$ cat config.mk
export PLATFORM = sky130hd
export DESIGN_NAME = p80_round
export DESIGN_NICKNAME = d
export VERILOG_FILES = /design/src/rtl/core/present80_block_encrypt_core_assert.svh /design/src/rtl/core/p80_pkg.sv /design/src/rtl/core/p80_round.sv
export SDC_FILE = /design/constraint.sdc
export NUM_CORES = 1
export LEC_CHECK = 0
export BUFFER_PORTS_ARGS = -buffer_cell sky130_fd_sc_hd__buf_2
export CORE_AREA = 2 2 112 114
export DETAILED_ROUTE_END_ITERATION = 16
export DIE_AREA = 0 0 114 116
export PLACE_DENSITY = 0.75
export RECOVER_POWER = 100
export SKIP_LAST_GASP = 1
export SYNTH_ARGS = -nofsm -noshare
export SYNTH_HDL_FRONTEND = slang
export SYNTH_SLANG_ARGS = --single-unit
$ cat constraint.sdc
create_clock -name vclk -period 1.29
set_input_delay 0.0645 -clock vclk [all_inputs]
set_output_delay 0.0645 -clock vclk [all_outputs]
set_load 0.05 [all_outputs]
$ cat src/rtl/core/present80_block_encrypt_core_assert.svh
// Assertion macros for the PRESENT-80 encryption core.
`ifndef PRESENT80_BLOCK_ENCRYPT_CORE_ASSERT_SVH
`define PRESENT80_BLOCK_ENCRYPT_CORE_ASSERT_SVH

`ifndef SYNTHESIS
`define P80_ASSERT_RST(label, clk, rstn, prop, msg) \
    label: assert property (@(posedge clk) disable iff (!rstn) prop) else $error(msg);
`define P80_ASSERT_ALWAYS(label, clk, prop, msg) \
    label: assert property (@(posedge clk) prop) else $error(msg);
`else
`define P80_ASSERT_RST(label, clk, rstn, prop, msg)
`define P80_ASSERT_ALWAYS(label, clk, prop, msg)
`endif

`endif

$ cat src/rtl/core/p80_pkg.sv
// Shared types, constants and layer functions of the PRESENT-80 core.
package p80_pkg;

    localparam int BlockW    = 64;
    localparam int KeyW      = 80;
    localparam int KeyLowW   = 64;
    localparam int KeyHighW  = 16;
    localparam int NumRounds = 31;
    localparam int RcW       = 5;
    localparam int CfgIdxW   = 8;
    localparam int CfgDataW  = 64;

    localparam logic [CfgIdxW-1:0] CFG_KEY_LOW  = 8'd0;
    localparam logic [CfgIdxW-1:0] CFG_KEY_HIGH = 8'd1;

    localparam logic [3:0] SBOX [16] = '{
        4'd12, 4'd5, 4'd6, 4'd11, 4'd9, 4'd0, 4'd10, 4'd13,
        4'd3, 4'd14, 4'd15, 4'd8, 4'd4, 4'd7, 4'd1, 4'd2
    };

    typedef struct packed {
        logic [BlockW-1:0] state;
        logic [KeyW-1:0]   key;
    } round_t;

    function automatic logic [BlockW-1:0] sub_layer(input logic [BlockW-1:0] s);
        logic [BlockW-1:0] r;
        r = '0;
        for (int i = 0; i < BlockW / 4; i++) begin
            r[4*i +: 4] = SBOX[s[4*i +: 4]];
        end
        return r;
    endfunction

    function automatic logic [BlockW-1:0] perm_layer(input logic [BlockW-1:0] s);
        logic [BlockW-1:0] r;
        logic [5:0]        b;
        r = '0;
        for (int i = 0; i < BlockW; i++) begin
            b = 6'(i);
            r[{b[1:0], b[5:2]}] = s[b];
        end
        return r;
    endfunction

endpackage

$ cat src/rtl/core/p80_round.sv
// One PRESENT-80 round: key addition, S-box layer, bit permutation and key update.
module p80_round (
    input  p80_pkg::round_t              cur,
    input  logic [p80_pkg::RcW-1:0]      rc,
    output p80_pkg::round_t              nxt
);

    logic [p80_pkg::KeyW-1:0] rot;
    logic [p80_pkg::KeyW-1:0] key_upd;

    assign rot = {cur.key[18:0], cur.key[p80_pkg::KeyW-1:19]};

    always_comb begin
        key_upd          = rot;
        key_upd[79:76]   = p80_pkg::SBOX[rot[79:76]];
        key_upd[19:15]   = rot[19:15] ^ rc;
    end

    assign nxt.state = p80_pkg::perm_layer(
        p80_pkg::sub_layer(cur.state ^ cur.key[p80_pkg::KeyW-1:16]));
    assign nxt.key   = key_upd;

endmodule
Word-level counts from Yosys, hierarchy flattened
Memory sizes are Yosys's and may differ from the RTL's.
Cells that the tools add are included.

word-level totals
  logic and storage cells = 87
  latch bits = 0
  register bits after elaboration = 0
  output and inout port bits = 144
  memories kept = 17
  memory bits (read-only) = 1,088
  memory bits (writable) = 0

memory list
  name             words  width  rd ports  clocked after memory_dff  wr ports  line           RTL
  (no name shown)  16     4      1         0                         0         p80_pkg.sv:30  r[4*i +: 4] = SBOX[s[4*i +: 4]];
  (no name shown)  16     4      1         0                         0         p80_pkg.sv:30
  (no name shown)  16     4      1         0                         0         p80_pkg.sv:30
  (no name shown)  16     4      1         0                         0         p80_pkg.sv:30
  (no name shown)  16     4      1         0                         0         p80_pkg.sv:30
  (no name shown)  16     4      1         0                         0         p80_pkg.sv:30
  +11 memories     --     --     --        --                        --        --

cells by class
  reductions and logical operators = 0
  $mul = 0
  equality and inequality tests = 0
  bitwise gates (word level) = 19
  shift-type cells = 0
  magnitude comparators = 17
  add/subtract/negate cells = 0
  multiplexer cells = 34
  divide/modulo/power cells = 0

operator list
  kind                count
  $mux 4              34
  $ge 5x5->1 const B  17
  $not 4->5           17
  $xor 64x64->64      1
  $xor 5x5->5         1

Logic depth before layout (Yosys ltp)
  depth in word-level cells = 5
  depth in mapped cells = 6
  depth with buffers taken out = 6

Worst setup path after synthesis
Ideal clock, no wire load.

  path kind = in2out
  from = input port cur[33] in the netlist's numbering
  to = output port nxt[132] in the netlist's numbering
  arrival = 2.040 ns
  slack = -0.815 ns
  path buffers = 0
  required time = 1.226 ns
  stages on the path = 5
  cells stage by stage = xnor2_1 -> inv_1 -> ha_1 -> and3_1 -> a311oi_1

RTL lines
  item             line            RTL
  start, declared  p80_round.sv:3  input p80_pkg::round_t cur,
  end, declared    p80_round.sv:5  output p80_pkg::round_t nxt

==> run metrics <==
cell count after synthesis=427; 1st-pass router iterations=4; Worst Slack Setup Final=-0.240 ns; antenna-violating nets left=0; layout cells sized above 1=84.9%; total nets after synthesis=629; Crit path depth=7; GR Util met1=20.7%; sequential area share after synthesis=0%; Max stage delay on crit path=0.29 ns; design area=9130 sq um; Cell Chain, Critical Path=buf_8 -> xnor2_4 -> inv_2 -> ha_4 -> mux2_4 -> mux2_4 -> buf_8; core area=11900 sq um; crit path kind=in2out; Final Non-Filler Cells=921; post-route clock period utilization=119%; Worst VDD drop=749 uV; final wirelength=18400 um; Util after Layout=76.6%; dpl cells=889; initial antenna violation count=0; Fin. Hold Viols=0; die span in y=116 um; multiplexer share of the synthesized area=23.9%; Crit path buffers/inverters=3; XOR/XNOR Fraction of Synth Area=24.7%; total die area=13200 sq um; Cell Area, Synth=3860 sq um; Layout area overhead=137%; # nets final=978; row cnt=40; Remaining DRCs=0; DIE WIDTH=114 um; commonest non-fill, non-tap cells in the layout=buf_2 (128), buf_4 (128), buf_6 (92); CP max stage cell=mux2_4; CP arrival=1.47 ns; RD Place Congestion=0.814; CP startpoint kind=input port; dpl cell area=6460 sq um; Clock Buffer Count=0; Simple-Gate Fraction of Synth Area=4.19%; crit path capture=nxt[81]; hold buffer count at CTS=0; HPWL Detailed=9960 um; PortBufs=263; CP Capture Type=output pin; failing checks=setup timing; Min Clock Period, post-route=1.53 ns; setup_tns=-4.25 ns; io pins=293; met3 usage=2.88%; pwr/cell area=959 nW/um^2; f_max=0.653 GHz; Overall Global Routing Usage=21.0%; CP top delay family=multiplexers; main combinational cell family by area after synthesis=XOR/XNOR gates; post-DR wirelength/cell=20.0 um; via count=4717; Max-Cap Viols=0; Leakage=4.01 nW; setup slack at placement=-0.294 ns; unrepaired setup endpoints after global routing=true; gr busiest metal=met2; register area=0 sq um; Synth Area in Compound Gates=9.34%; status=finished with violations; Setup-failing EPs final=48; number of global-route vias before repair=4832; FF+latch count=0; CP Launch Point=cur[21]; ant diodes=0; fin. max-slew vios=0; Slew headroom=60.4%; Syn. warnings=0; Post-Synth Adder-Cell Area=17.2%; met2 usage=44.4%; WP data required=1.23 ns; Worst Hold Class=in2out; Avg Vias per Cell=5.12; grt total ovfl=0; fillers=655; Initial Utilization=32.4%; largest net degree at the start of global routing=8; 1st-iter DRT viols=324; Slew @ Worst Pin=0.596 ns; synth unique cells=33; synthesized area per cell=9.03 sq um; Critical Path Fanout Max=4; first-pass GRT wire length=22800 um
-- power by group --
part	total [W]	switching [W]	internal, W
Sequential	0	0	0
Clock	0	0	0
Combinational	0.00875	0.00477	0.00398
-- Yosys cell counts (2+ instances only) --
cell | count | area share [%]
a211oi_1 | 2 | 0.39
o21ai_0 | 15 | 1.9
o22ai_1 | 4 | 0.65
nand2_1 | 6 | 0.58
inv_1 | 65 | 6.3
mux2_2 | 9 | 2.6
ha_1 | 53 | 17
buf_4 | 72 | 14
nor3_1 | 11 | 1.4
nand3_1 | 9 | 1.2
nor2_1 | 2 | 0.19
a221oi_1 | 4 | 0.91
o211ai_1 | 8 | 1.6
xor2_2 | 8 | 3.4
xnor2_1 | 39 | 8.9
xor2_1 | 35 | 7.9
mux2i_1 | 33 | 8.6
mux4_1 | 5 | 3.4
xnor2_2 | 9 | 3.8
o21bai_1 | 2 | 0.39
mux4_2 | 16 | 9.3
o221a_2 | 9 | 2.6
-- worst min-delay path by stage --
stage / start / endpoint / slack, ns / depth (start not counted)
final: cur[2] / nxt[63] / 0.13 / 0
after global placement: cur[6] / nxt[67] / 0.13 / 0
after global routing: cur[11] / nxt[72] / 0.13 / 0
after detailed placement: cur[6] / nxt[67] / 0.13 / 0
after CTS: cur[6] / nxt[67] / 0.13 / 0
after floorplan: cur[19] / nxt[0] / 0.30 / 1
-- metal layers --
layer / up-vias / wire (um)
met4: 0 / 646
met1: 2313 / 6120
met5: - / 0
met2: 260 / 10400
li1: 2092 / -
met3: 52 / 1210
-- cell families (layout without fill, tap and decap cells) --
family,Yosys count,count (layout)
AO/OA/AOI/OAI,48,48
XOR/XNOR,92,92
adder cells (fa/ha/maj),53,53
buffers and inverters,138,485
multiplexers,63,63
AND/OR/NAND/NOR,33,33
-- per-stage QoR --
stage | power (W) | hold slack (ns)
3_3_place_gp | 0.00608 | 0.129
3_5_place_dp | 0.00617 | 0.129
2_1_floorplan | 0.00459 | 0.296
5_1_grt | 0.00907 | 0.129
6_report | 0.00875 | 0.129
4_1_cts | 0.00772 | 0.129
-- timing repair --
action	CTS	global route
pin swaps	56	61
hold endpoints to repair	0	0
setup buffers	16	22
gates cloned	0	0
resized for setup	374	161
endpoints found under the setup margin	64	68
-- final cells by class --
cell class	count	area, sq um	share of cell area (%)
inverters	65	251	2.76
repair buffers	420	3650	40.0
multi-input cells	289	5040	55.2
well taps	147	184	2.02
No activity file was read; power rests on OpenSTA's default activity.
